<file path="config.mk">
export PLATFORM = sky130hd
export DESIGN_NAME = local_apic_timer_flat
export DESIGN_NICKNAME = d
export VERILOG_FILES = /design/src/design/lapic_pkg.sv /design/src/design/lapic_chan_if.sv /design/src/design/lapic_tmr_core.sv /design/src/design/local_apic_timer.sv /design/src/flat_wrapper.sv
export SDC_FILE = /design/constraint.sdc
export NUM_CORES = 1
export LEC_CHECK = 0
export ABC_AREA = 1
export BUFFER_PORTS_ARGS = -buffer_cell sky130_fd_sc_hd__buf_2
export CAP_MARGIN = 20
export CORE_UTILIZATION = 40
export DETAILED_ROUTE_END_ITERATION = 10
export SETUP_SLACK_MARGIN = 0.5
export SYNTH_ARGS = -nofsm -noshare
export SYNTH_HDL_FRONTEND = slang
export SYNTH_SLANG_ARGS = --single-unit
</file>
<file path="constraint.sdc">
create_clock -name clk -period 8.6 [get_ports clk]
set_clock_uncertainty 0.15 [all_clocks]
set_input_delay 1.72 -clock clk [delete_from_list [all_inputs] [get_ports clk]]
set_output_delay 1.72 -clock clk [all_outputs]
set_load 0.01 [all_outputs]
</file>
<file path="src/design/lapic_pkg.sv">
// ----------------------------------------------------------------------------
// lapic_pkg
// Shared types and constants for the local interrupt controller timer.
// ----------------------------------------------------------------------------
package lapic_pkg;

	localparam int COUNT_WIDTH_DEF = 32;

	typedef enum logic [1:0] {
		OP_TICK  = 2'd0,
		OP_WRITE = 2'd1,
		OP_READ  = 2'd2,
		OP_NOP   = 2'd3
	} opcode_t;

	localparam logic [9:0] OFF_LVT  = 10'h320;
	localparam logic [9:0] OFF_INIT = 10'h380;
	localparam logic [9:0] OFF_CURR = 10'h390;
	localparam logic [9:0] OFF_DIV  = 10'h3e0;

	localparam logic [1:0] MODE_PERIODIC = 2'b01;
	localparam logic [3:0] DIV_KEEP_BITS = 4'b1011;

	// bit positions in the LVT timer register
	localparam int LVT_MASK_BIT = 16;
	localparam int LVT_MODE_LSB = 17;

	typedef struct packed {
		opcode_t     opcode;
		logic [9:0]  reg_offset;
		logic [31:0] write_data;
	} item_t;

	typedef struct packed {
		logic [31:0] read_data;
		logic        irq_fire;
		logic [7:0]  irq_vector;
	} result_t;

endpackage

</file>
<file path="src/design/lapic_chan_if.sv">
// ----------------------------------------------------------------------------
// lapic_chan_if
// Valid/ready channel carrying one item of type data_t.
// ----------------------------------------------------------------------------
interface lapic_chan_if #(
	parameter type data_t = logic
);
	logic  valid;
	logic  ready;
	data_t data;

	modport source (output valid, output data, input ready);
	modport sink (input valid, input data, output ready);
endinterface

</file>
<file path="src/design/lapic_tmr_core.sv">
// ----------------------------------------------------------------------------
// lapic_tmr_core
// Timer registers, prescaler and down-counter; one item processed per step.
// ----------------------------------------------------------------------------
module lapic_tmr_core #(
	parameter int COUNT_WIDTH = lapic_pkg::COUNT_WIDTH_DEF
) (
	input  logic               clk,
	input  logic               arst_n,
	input  logic               step,
	input  lapic_pkg::item_t   item,
	output lapic_pkg::result_t res
);

	logic [7:0]             vec_q, vec_n;
	logic                   masked_q, masked_n;
	logic [1:0]             mode_q, mode_n;
	logic [COUNT_WIDTH-1:0] init_q, init_n;
	logic [COUNT_WIDTH-1:0] cnt_q, cnt_n;
	logic [3:0]             div_q, div_n;
	logic [6:0]             psc_q, psc_n;

	logic [COUNT_WIDTH-1:0] cnt_dec;
	logic [6:0]             psc_inc;
	logic [2:0]             div_log2;
	logic                   dec_en;
	logic [63:0]            wd_ext;
	logic [63:0]            init_ext;
	logic [63:0]            cnt_ext;
	logic                   fire;
	logic [31:0]            rd;

	assign cnt_dec  = cnt_q - COUNT_WIDTH'(1);
	assign psc_inc  = psc_q + 7'd1;
	assign div_log2 = {div_q[3], div_q[1:0]} + 3'd1;
	assign dec_en   = (div_log2 == 3'd7) ? (psc_inc == 7'd0)
		: ({1'b0, psc_inc} >= (8'd1 << div_log2));
	assign wd_ext   = {32'd0, item.write_data};
	assign init_ext = 64'(init_q);
	assign cnt_ext  = 64'(cnt_q);

	always_comb begin
		vec_n    = vec_q;
		masked_n = masked_q;
		mode_n   = mode_q;
		init_n   = init_q;
		cnt_n    = cnt_q;
		div_n    = div_q;
		psc_n    = psc_q;
		fire     = 1'b0;
		rd       = '0;
		case (item.opcode)
			lapic_pkg::OP_TICK: begin
				if (cnt_q != '0) begin
					psc_n = psc_inc;
					if (dec_en) begin
						psc_n = '0;
						cnt_n = cnt_dec;
						if (cnt_dec == '0) begin
							if (mode_q == lapic_pkg::MODE_PERIODIC) begin
								cnt_n = init_q;
							end
							fire = !masked_q;
						end
					end
				end
			end
			lapic_pkg::OP_WRITE: begin
				unique case (item.reg_offset)
					lapic_pkg::OFF_LVT: begin
						vec_n    = item.write_data[7:0];
						masked_n = item.write_data[lapic_pkg::LVT_MASK_BIT];
						mode_n   = item.write_data[lapic_pkg::LVT_MODE_LSB +: 2];
					end
					lapic_pkg::OFF_INIT: begin
						init_n = wd_ext[COUNT_WIDTH-1:0];
						cnt_n  = wd_ext[COUNT_WIDTH-1:0];
						psc_n  = '0;
					end
					lapic_pkg::OFF_DIV: begin
						div_n = item.write_data[3:0] & lapic_pkg::DIV_KEEP_BITS;
						psc_n = '0;
					end
					default: ;
				endcase
			end
			lapic_pkg::OP_READ: begin
				unique case (item.reg_offset)
					lapic_pkg::OFF_LVT:  rd = {13'd0, mode_q, masked_q, 8'd0, vec_q};
					lapic_pkg::OFF_INIT: rd = init_ext[31:0];
					lapic_pkg::OFF_CURR: rd = cnt_ext[31:0];
					lapic_pkg::OFF_DIV:  rd = {28'd0, div_q};
					default:             rd = '0;
				endcase
			end
			default: ;
		endcase
	end

	assign res.read_data  = rd;
	assign res.irq_fire   = fire;
	assign res.irq_vector = fire ? vec_q : 8'd0;

	always_ff @(posedge clk or negedge arst_n) begin
		if (!arst_n) begin
			vec_q    <= '0;
			masked_q <= 1'b1;
			mode_q   <= '0;
			init_q   <= '0;
			cnt_q    <= '0;
			div_q    <= '0;
			psc_q    <= '0;
		end else if (step) begin
			vec_q    <= vec_n;
			masked_q <= masked_n;
			mode_q   <= mode_n;
			init_q   <= init_n;
			cnt_q    <= cnt_n;
			div_q    <= div_n;
			psc_q    <= psc_n;
		end
	end

endmodule

</file>
<file path="src/design/local_apic_timer.sv">
// ----------------------------------------------------------------------------
// local_apic_timer
// Local interrupt controller timer: ticks, register writes and reads in,
// one result out per item.
// ----------------------------------------------------------------------------
// Item accept to result valid passes the input reg, then the result reg.
// Throughput: 1 item per cycle unless rsp stalls; one counter update per item.
// Reset (arst_n low): pipeline empty, timer masked, one-shot, counts zero,
// divide code zero (divide by two), prescaler cleared.
// ----------------------------------------------------------------------------
module local_apic_timer #(
	parameter int COUNT_WIDTH = lapic_pkg::COUNT_WIDTH_DEF
) (
	input logic         clk,
	input logic         arst_n,
	lapic_chan_if.sink   req,
	lapic_chan_if.source rsp
);

	logic               valid_s1;
	lapic_pkg::item_t   item_s1;
	logic               rsp_valid_q;
	lapic_pkg::result_t rsp_data_q;
	lapic_pkg::result_t res;
	logic               advance;
	logic               step;

	assign advance   = !rsp_valid_q || rsp.ready;
	assign req.ready = !valid_s1 || advance;
	assign step      = valid_s1 && advance;

	always_ff @(posedge clk or negedge arst_n) begin
		if (!arst_n) begin
			valid_s1 <= 1'b0;
		end else if (req.ready) begin
			valid_s1 <= req.valid;
		end
	end

	always_ff @(posedge clk) begin
		if (req.valid && req.ready) begin
			item_s1 <= req.data;
		end
	end

	lapic_tmr_core #(
		.COUNT_WIDTH(COUNT_WIDTH)
	) u_core (
		.clk   (clk),
		.arst_n(arst_n),
		.step  (step),
		.item  (item_s1),
		.res   (res)
	);

	always_ff @(posedge clk or negedge arst_n) begin
		if (!arst_n) begin
			rsp_valid_q <= 1'b0;
		end else if (advance) begin
			rsp_valid_q <= valid_s1;
		end
	end

	always_ff @(posedge clk) begin
		if (step) begin
			rsp_data_q <= res;
		end
	end

	assign rsp.valid = rsp_valid_q;
	assign rsp.data  = rsp_data_q;

`ifndef SYNTHESIS
	a_s1_hold: assert property (@(posedge clk) disable iff (!arst_n)
		valid_s1 && !advance |=> valid_s1 && $stable(item_s1))
		else $error("input stage lost item while stalled");

	a_fire_no_read: assert property (@(posedge clk) disable iff (!arst_n)
		rsp_valid_q && rsp_data_q.irq_fire |-> rsp_data_q.read_data == '0)
		else $error("interrupt reported with read data");

	a_vec_zero: assert property (@(posedge clk) disable iff (!arst_n)
		rsp_valid_q && !rsp_data_q.irq_fire |-> rsp_data_q.irq_vector == '0)
		else $error("vector without interrupt");

	a_step_fill: assert property (@(posedge clk) disable iff (!arst_n)
		step |=> rsp_valid_q)
		else $error("processed item did not reach result register");
`endif

endmodule

</file>
<file path="src/flat_wrapper.sv">
// flat-port wrapper written by rule: the top's interface ports become plain ports
module local_apic_timer_flat 
#(
	parameter int COUNT_WIDTH = lapic_pkg::COUNT_WIDTH_DEF
)
  (clk, arst_n, req_valid, req_data, req_ready, rsp_valid, rsp_data, rsp_ready);
  lapic_chan_if #(.data_t(lapic_pkg::item_t)) req_i ();
  lapic_chan_if #(.data_t(lapic_pkg::result_t)) rsp_i ();
  input logic clk;
  input logic arst_n;
  input wire logic [$bits(req_i.valid)-1:0] req_valid;
  input wire logic [$bits(req_i.data)-1:0] req_data;
  output wire logic [$bits(req_i.ready)-1:0] req_ready;
  output wire logic [$bits(rsp_i.valid)-1:0] rsp_valid;
  output wire logic [$bits(rsp_i.data)-1:0] rsp_data;
  input wire logic [$bits(rsp_i.ready)-1:0] rsp_ready;
  assign req_i.valid = req_valid;
  assign req_i.data = req_data;
  assign req_ready = req_i.ready;
  assign rsp_valid = rsp_i.valid;
  assign rsp_data = rsp_i.data;
  assign rsp_i.ready = rsp_ready;
  local_apic_timer #(.COUNT_WIDTH(COUNT_WIDTH)) u_core (.clk(clk), .arst_n(arst_n), .req(req_i), .rsp(rsp_i));
endmodule
</file>
## Yosys cells after proc, flatten, opt, wreduce, memory -nomap -nowiden

Index checks and enable logic that the tools add are counted.
W data, S select, Z words.

- Register bits: 172
- Latch bits: 0
- Bits in writable memories: 0
- ROM bits: 0
- Output and inout port bits: 43
- Memories: 0

- Add/subtract/negate cells: 3
- $mul: 0
- Div/mod/pow operators: 0
- $lt $le $gt $ge: 1
- Eq/ne operators: 12
- Shifts and indexed selects: 1
- Multiplexer cells: 16
- Bitwise gates (word level): 0
- Reduce and logical (&&, ||, !) cells: 18

Operators by type and width:

| kind | count |
|---|---|
| $mux W32 | 5 |
| $pmux W32 S4 | 1 |
| $pmux W32 S2 | 1 |
| $eq A10 B10 Y1 const B | 4 |
| $logic_not A32 Y1 | 1 |
| $reduce_bool A32 Y1 | 1 |
| $sub A32 B1 Y32 const B | 1 |
| $mux W7 | 3 |
| $pmux W7 S2 | 1 |
| $reduce_and A3 Y1 | 3 |
| $ge A7 B8 Y1 | 1 |
| $ne A2 B2 Y1 const B | 4 |
| $shl A1 B3 Y8 const A | 1 |
| $add A7 B1 Y7 const B | 1 |
| $logic_not A7 Y1 | 1 |
| $mux W1 | 5 |
| $reduce_and A5 Y1 | 1 |
| $eq A2 B1 Y1 const B | 2 |
| $reduce_and A4 Y1 | 1 |
| $add A3 B1 Y3 const B | 1 |
| $eq A3 B3 Y1 const B | 1 |
| $logic_not A1 Y1 | 3 |
| $eq A2 B2 Y1 const B | 1 |
| $logic_and A1 B1 Y1 | 2 |
| 4 further kinds | 5 |

## Logic depth before layout (Yosys ltp)

Gate-level depths: netlist (run 1).

- Depth after elaboration: 7
- Gate-level depth with buffers: 19
- Mapped depth without buffers: 18

## Modules after synthesis

A second synthesis (run 1) with hierarchy kept.

- Cell total of the unflattened synthesis: 1152
- Area total of the unflattened synthesis: 9225.1 um^2

Modules (own cells, without submodules):

| module | times used | cells an instance | area an instance (um^2) | seq. area each (um^2) |
|---|---|---|---|---|
| lapic_tmr_core | 1 | 1055 | 6577.6 | 2128.3 |
| local_apic_timer | 1 | 97 | 2647.5 | 2602.5 |

## Least setup slack after synthesis (run 1)

OpenSTA, ideal clock, no wires.

- Kind: input port to flip-flop
- Start point: input rsp_ready
- End point: register u_core.u_core.cnt_q[2]
- Arrival: 3.739 ns
- Data required time: 8.333 ns
- Slack: 4.593 ns
- Cell stages on the path: 12
- Path buffers: 1
- Cells stage by stage: inv_1 nand2_1 nand2_1 inv_1 nand2_1 nor2_1 o21ai_0 nor2_1 inv_2 buf_2 nand2_1 nand2_1

- Cells in the longest elaborated chain, start to end: 3

RTL lines:

| what | RTL line | RTL |
|---|---|---|
| start: declaration | flat_wrapper.sv:16 | `input wire logic [$bits(rsp_i.ready)-1:0] rsp_ready;` |
| $logic_or A1 B1 Y1 | local_apic_timer.sv:28 | `assign advance = !rsp_valid_q \|\| rsp.ready;` |
| $logic_and A1 B1 Y1 | local_apic_timer.sv:30 | `assign step = valid_s1 && advance;` |
| net u_core.step | local_apic_timer.sv:26 | `logic step;` |
| $reduce_and A5 Y1 (no line) | -- |  |
| end signal: assignment | lapic_tmr_core.sv:118 | `cnt_q <= cnt_n;` |
| end: declaration | lapic_tmr_core.sv:19 | `logic [COUNT_WIDTH-1:0] cnt_q, cnt_n;` |

The timed path passes the listed nets, and every way through them passes these cells.
A chain may end at the register's enable or synchronous reset.

## Final worst setup path (run 1)

- Start point: input rsp_ready
- End point: output req_ready

- Cells in the longest elaborated chain, start to end: 2

RTL lines:

| what | RTL line | RTL |
|---|---|---|
| $logic_or A1 B1 Y1 | local_apic_timer.sv:28 |  |
| $logic_or A1 B1 Y1 | local_apic_timer.sv:29 | `assign req.ready = !valid_s1 \|\| advance;` |
| end: declaration | flat_wrapper.sv:13 | `output wire logic [$bits(req_i.ready)-1:0] req_ready;` |

Every way passes these cells.

==> results.md, run 1 <==
- Syn Nets: 1209
- Area added between synthesis and finish: 13.7%
- Clk root buf: clkbuf_16
- Final ANT Viol Nets: 0
- P_leak: around 0.0046 µW
- Fin Setup TNS: 0 ns
- Avg Vias per Cell: roughly 5.3
- Critical path class: in2out
- GRT Total Usage: about 22%
- Placement Rows: 55
- Post-synth top flop: dfrtp_1
- Worst VDD drop: 0.119 mV
- First drt pass iteration count: 5
- H-Tree Level Count: 4
- Worst Path Arrival: between 2 and 2.5 ns
- Die area: approximately 24000 µm²
- Seq/Total Area, Yosys: about half
- Worst-margin pin slew: ~1.0 ns
- Post-CTS sizing: 0
- Final setup violation count: 0
- Setup crit end kind: output pin
- GPL Wtd Cong: 0.945
- Layout Nets: approximately 1300
- Via count: approximately 8000
- # fillers: ~2300
- Vias in the first global route: 7708
- FMAX: roughly 0.25 GHz
- Synth Cell Area: slightly above 9000 µm²
- First-pass GRT wire length: just over 40 mm
- Seq cells post-synth: approximately 170
- Worst skew pair latency: between 0.4 and 0.5 ns
- Worst slack at placement: 4.23 ns
- Initial core utilization: between 40% and 50%
- Sequential Area: around 4700 µm²
- # diodes: 0
- Clk buf depth: 2
- Ys Warns: 0
- # clock sinks: around 170
- Crit Path Max Fanout: 3
- Starting DRT DRC Count: 633
- Final wirelength: 25.1 mm
- Worst setup SP type: input port
- Num ports: between 90 and 100
- Data required, critical path: about 6.7 ns
- Die width: 154 µm
- Hold buffers post-CTS: 0
- Power density cells: 275 nW/µm²
- Hold_ws: 0.337 ns
- I/O Buffers: 90
- Grt ovf: 0
- Synth Instances: ~1200
- Share of flip-flops with an asynchronous set or reset: 50.6%
- Status: completed
- Max-slew headroom: slightly below 30%
- Tmin final: between 4 and 5 ns
- Commonest cells after routing, fill and taps aside: 348 x nand2_1, 132 x inv_1, 99 x nor2_1
- Num CTS Buffers: 17
- Period utilisation layout: between 40 and 50%
- Core area: about 23000 µm²
- Synth cell types: 37
- Avg Cell Area, Syn: 8.04 µm²
- Tot Pwr: 2890 µW
- Largest net degree at the start of global routing: 63
- Layout cells sized above 1: approximately 14%
- Max-cap violations: 0
- Post-CTS Setup Inserts: 0
- Post-DP HPWL: 17.4 mm
- Final Hold Fails: 0
- Die Span Y: ~150 µm
- Clock Pin Slew Worst Setup and Hold Paths: roughly 0.070 ns
- # DRC: 0
- Setup WS post-layout: about 4.6 ns
- Area of the multi-input gates: ~3800 µm²
- Hold Path Class: reg2reg
- Most common cell after layout, fill and taps aside: nand2_1
- TritonCTS clock tree: done
- Max Slew Vio Count: 0
- Initial antenna violation count: 0
- Post-synth EDFFs: 85
- Avg WL per Cell: 16.5 µm
- RSZ-0062 raised after global routing: no
[logic make-up (layout without fill, tap and decap cells)]
family | count (synthesis) | in the layout | share of synthesized area, %
compound gates | 143 | 143 | 8.38
flops | 172 | 172 | 51.2
fa+ha+maj | 11 | 11 | 1.49
simple gates | 633 | 633 | 30.1
buf+inv | 185 | 273 | 8.28
xor+xnor | 6 | 6 | 0.569
[where the power goes]
group          leakage [µW]  switching (µW)  internal (µW)
combinational       0.00235             683            298
sequential          0.00199             156            995
clock              0.000278             347            413
[registers in the layout, indices dropped and copies added (netlist names)]
| register | cells |
|---|---|
| u_core.valid_s1 | 1 |
| u_core.u_core.div_q | 3 |
| u_core.u_core.masked_q | 1 |
| u_core.u_core.init_q | 32 |
| u_core.u_core.cnt_q | 32 |
| u_core.u_core.psc_q | 7 |
| u_core.u_core.mode_q | 2 |
| u_core.rsp.valid | 1 |
| u_core.u_core.vec_q | 8 |
| u_core.item_s1 | 44 |
| u_core.rsp.data | 41 |
[metrics by stage]
step	instances	area (µm²)	utilization, %
floorplan	1150	9240	-
global placement	1489	9900	43.7
detailed placement	1490	9920	43.8
CTS	1522	10500	46.3
global route	1523	10500	46.4
finish	1523	10500	46.4
[critical path, cell delays in order]
cell,delay [ns]
buf_2,0.09
inv_1,0.06
nand3_1,0.10
buf_2,0.16
[Yosys cell counts, types with 2 or more instances]
| library cell | n | area, µm² |
|---|---|---|
| a221oi_1 | 8 | 70.1 |
| buf_2 | 12 | 60.1 |
| a22o_1 | 3 | 26.3 |
| nor3_1 | 8 | 40.0 |
| nor2_1 | 101 | 379 |
| buf_6 | 7 | 78.8 |
| inv_1 | 134 | 503 |
| nand4_2 | 2 | 25.0 |
| xor2_1 | 5 | 43.8 |
| clkbuf_1 | 24 | 90.1 |
| nand3_1 | 95 | 475 |
| clkinv_1 | 3 | 11.3 |
| nor4_1 | 3 | 18.8 |
| o21ai_0 | 89 | 445 |
| nor2_4 | 8 | 90.1 |
| edfxtp_1 | 85 | 2550 |
| nand4_1 | 49 | 307 |
| a21oi_1 | 29 | 145 |
| ha_1 | 11 | 138 |
| nand2_2 | 7 | 43.8 |
| o22ai_1 | 6 | 37.5 |
| o21ai_1 | 5 | 25.0 |
| nand2_1 | 348 | 1310 |
| nor2_2 | 7 | 43.8 |
| inv_2 | 3 | 11.3 |
| nand3b_1 | 2 | 15.0 |
| dfrtp_1 | 86 | 2150 |
[layer usage]
metal  GRT usage (%)  wire length, µm  part of all wire, %
met4            8.00              422                  1.7
met1            31.8            12100                   48
met5               0                0                    0
met2            34.1            11200                   45
met3            2.99             1350                  5.4
[worst paths after layout]
path	start	endpoint	slack, ns	depth (start not counted)
max	rsp_ready	req_ready	4.60	4
min	u_core.u_core.mode_q[1]	u_core.u_core.mode_q[1]	0.34	2
max reg2reg	u_core.item_s1[35]	u_core.rsp.data[19]	4.68	10
min reg2reg	u_core.u_core.mode_q[1]	u_core.u_core.mode_q[1]	0.34	2
max in group asynchronous	arst_n	u_core.u_core.init_q[30]	6.13	2
min in group asynchronous	arst_n	u_core.u_core.psc_q[5]	1.14	1
[layout make-up]
| class | instances | share of cell area [%] |
|---|---|---|
| Clock buffer | 18 | 4.18 |
| Clock inverter | 14 | 1.29 |
| Inverter | 140 | 5.00 |
| Multi-Input combinational cell | 793 | 35.9 |
| Sequential cell | 172 | 45.0 |
| Tap cell | 285 | 3.39 |
| Timing Repair Buffer | 101 | 5.29 |
(Power assumes the default switching activity.)
==> run 2: changes to the inputs <==
==> constraint.sdc (replaced) <==
create_clock -name clk -period 3.58 [get_ports clk]
set_clock_uncertainty 0.15 [all_clocks]
set_input_delay 0.716 -clock clk [delete_from_list [all_inputs] [get_ports clk]]
set_output_delay 0.716 -clock clk [all_outputs]
set_load 0.01 [all_outputs]
==> run 2 against run 1 <==
  * Register-to-register slack got worse by 4.1 ns
  * First-iteration DRC count increased by 17%
  * Final area increased by 5.2%
  * Non-clock buffer count increased by 33
  * Clock power increased by 140%
  * Global-route usage about the same
  * Sequential power increased by 140%
==> results.md, run 2 (same netlist as run 1, synthesis figures left out) <==
- Status: completed
- Worst VDD drop: between 0.3 and 0.4 mV
- Most common cell after layout, fill and taps aside: nand2_1
- Core area: about 23000 µm²
- Hold Path Class: in2async
- Starting DRT DRC Count: 739
- Num ports: 91
- Worst setup SP type: flop
- Slowest CP cell: dfrtp_1
- Post-DP HPWL: ~18 mm
- Area added between synthesis and finish: 19.7%
- Die area: ~24000 µm²
- Die width: around 150 µm
- Clock Pin Slew Worst Setup and Hold Paths: roughly 0.070 ns
- Layout Nets: between 1000 and 1500
- Most used cell, CP: nand2_2
- First-pass GRT wire length: 40.6 mm
- Final ANT Viol Nets: 0
- Crit Path Max Fanout: 8
- Grt ovf: 0
- TritonCTS clock tree: done
- Crit-path max cell delay: approximately 0.42 ns
- Initial antenna violation count: 0
- Via count: 8174
- Largest net degree at the start of global routing: between 40 and 50
- Worst-margin pin slew: 1.04 ns
- First drt pass iteration count: 5
- # clock sinks: 172
- Critical path class: reg2reg
- I/O Buffers: 90
- Max-cap violations: 0
- Avg Vias per Cell: 5.25
- Reg-to-reg startpoint: u_core.u_core.psc_q[0]
- GRT Total Usage: between 20% and 30%
- FMAX: 0.331 GHz
- Hold_ws: roughly 0.12 ns
- R2r worst-path depth: 19
- CP cell instances: ha_2 > nand2_2 > inv_2 > nand2_2 > nor3_2 > xor2_1 > ha_1 > o21ai_2 > nor2_1 > nand2_1 > o211ai_1 > a21oi_1 > nand2_2 > nor2_4 > nor2_4 > buf_12 > clkbuf_16 > nand3_2 > nand2_1
- Avg WL per Cell: between 15 and 20 µm
- Power density cells: between 600 and 700 nW/µm²
- Commonest cells after routing, fill and taps aside: 342 x nand2_1, 129 x inv_1, 94 x nor2_1
- R2r setup slk: approximately 0.56 ns
- Num CTS Buffers: 17
- Clk buf depth: 2
- Period utilisation layout: between 80% and 90%
- # diodes: 0
- Clk root buf: clkbuf_16
- Worst slack at placement: 0.305 ns
- Sequential Area: 4730 µm²
- Fin util: between 40% and 50%
- Final Hold Fails: 0
- Finished Layout Cells: ~1600
- Setup crit end kind: flop
- Data required, critical path: 3.74 ns
- Hold buffers post-CTS: 0
- Initial core utilization: ~41%
- Reg-to-Reg End: u_core.u_core.cnt_q[24]
- H-Tree Level Count: 4
- # DRC: 0
- GPL Wtd Cong: a little under 1
- Vias in the first global route: between 7000 and 8000
- Max Slew Vio Count: 0
- Max-slew headroom: approximately 30%
- Largest register FFs: 44
- Reg with most FFs: u_core.item_s1
- Final setup violation count: 0
- Area of the multi-input gates: around 4000 µm²
- RSZ-0062 raised after global routing: yes
- # fillers: 2184
- Layout cells sized above 1: 18.1%
- Fin Setup TNS: 0 ns
- Worst Path Arrival: 3.18 ns
- P_leak: 0.00485 µW
- Inst Count DP: around 1500
- Placement Rows: 55
- Setup WS post-layout: about 0.56 ns
- Tmin final: between 3 and 4 ns
- Worst skew pair latency: 0.44 ns
- Die Span Y: around 150 µm
- Final wirelength: around 27 mm
[run 2: changes by cell type in the layout (fill, tap and decap cells not counted), moves of 4 or more]
cell	delta
nand3_2	+9
nor2_2	+4
nand3_1	-9
buf_12	+6
buf_4	+19
nand2_1	-6
clkbuf_16	+5
nor2_1	-5
nand2_2	+5
[run 2: worst max-delay path by stage]
stage | start | to | slack, ns | cells after the start
finish | u_core.u_core.psc_q[0] | u_core.u_core.cnt_q[24] | 0.56 | 19
global route | u_core.u_core.psc_q[0] | u_core.u_core.cnt_q[24] | 0.45 | 19
CTS | u_core.u_core.cnt_q[3] | u_core.rsp.data[7] | 0.50 | 11
detailed placement | u_core.u_core.psc_q[0] | u_core.u_core.cnt_q[30] | 0.31 | 19
global placement | u_core.u_core.psc_q[0] | u_core.u_core.cnt_q[0] | 0.42 | 19
floorplan | rsp_ready | u_core.u_core.cnt_q[2] | 0.58 | 12
[run 2: critical path: cells and delay by family, from the launching register on]
| family | cells | cell delay, ns |
|---|---|---|
| AND/OR/NAND/NOR | 10 | 0.84 |
| XOR/XNOR | 1 | 0.26 |
| flip-flops | 1 | 0.42 |
| adder cells (fa/ha/maj) | 2 | 0.50 |
| buffers and inverters | 3 | 0.39 |
| AO/OA/AOI/OAI | 3 | 0.34 |
[run 2: report_power, final]
part           leakage [µW]  switching, µW  total (µW)  internal (µW)
logic               0.00259           1820        2730            909
registers           0.00199            393        2780           2390
clock network      0.000268            829        1800            973
[run 2: routing by layer]
layer	routed length, µm	global-route usage [%]	part of all wire (%)	vias to the layer above
met3	1710	4.65	6.4	34
met2	12000	33.9	45	294
met1	12700	31.1	47	3824
met5	0	0	0	-
met4	435	7.33	1.6	0
li1	-	-	-	4022
[run 2: stage by stage]
step	area (µm²)	total power, µW
after floorplan	9240	4420
after global placement	10100	5160
after detailed placement	10100	5190
after CTS	10700	7030
after global routing	11100	7750
final	11100	7310
[run 2: timing repair]
item / 4_1_cts / 5_1_grt
gates resized for setup: 3 / 41
cloned: 0 / 7
pin swaps: 1 / 12
setup endpoints to repair: 36 / 48
setup buffers: 2 / 13
[run 2: area by class of cell]
class,instances,area share [%]
clock buffers,18,3.88
clock inverters,14,1.21
multi-input cells,794,35.3
repair buffers,134,8.83
flip-flops and latches,172,42.8
inverters,140,4.80
well taps,285,3.22
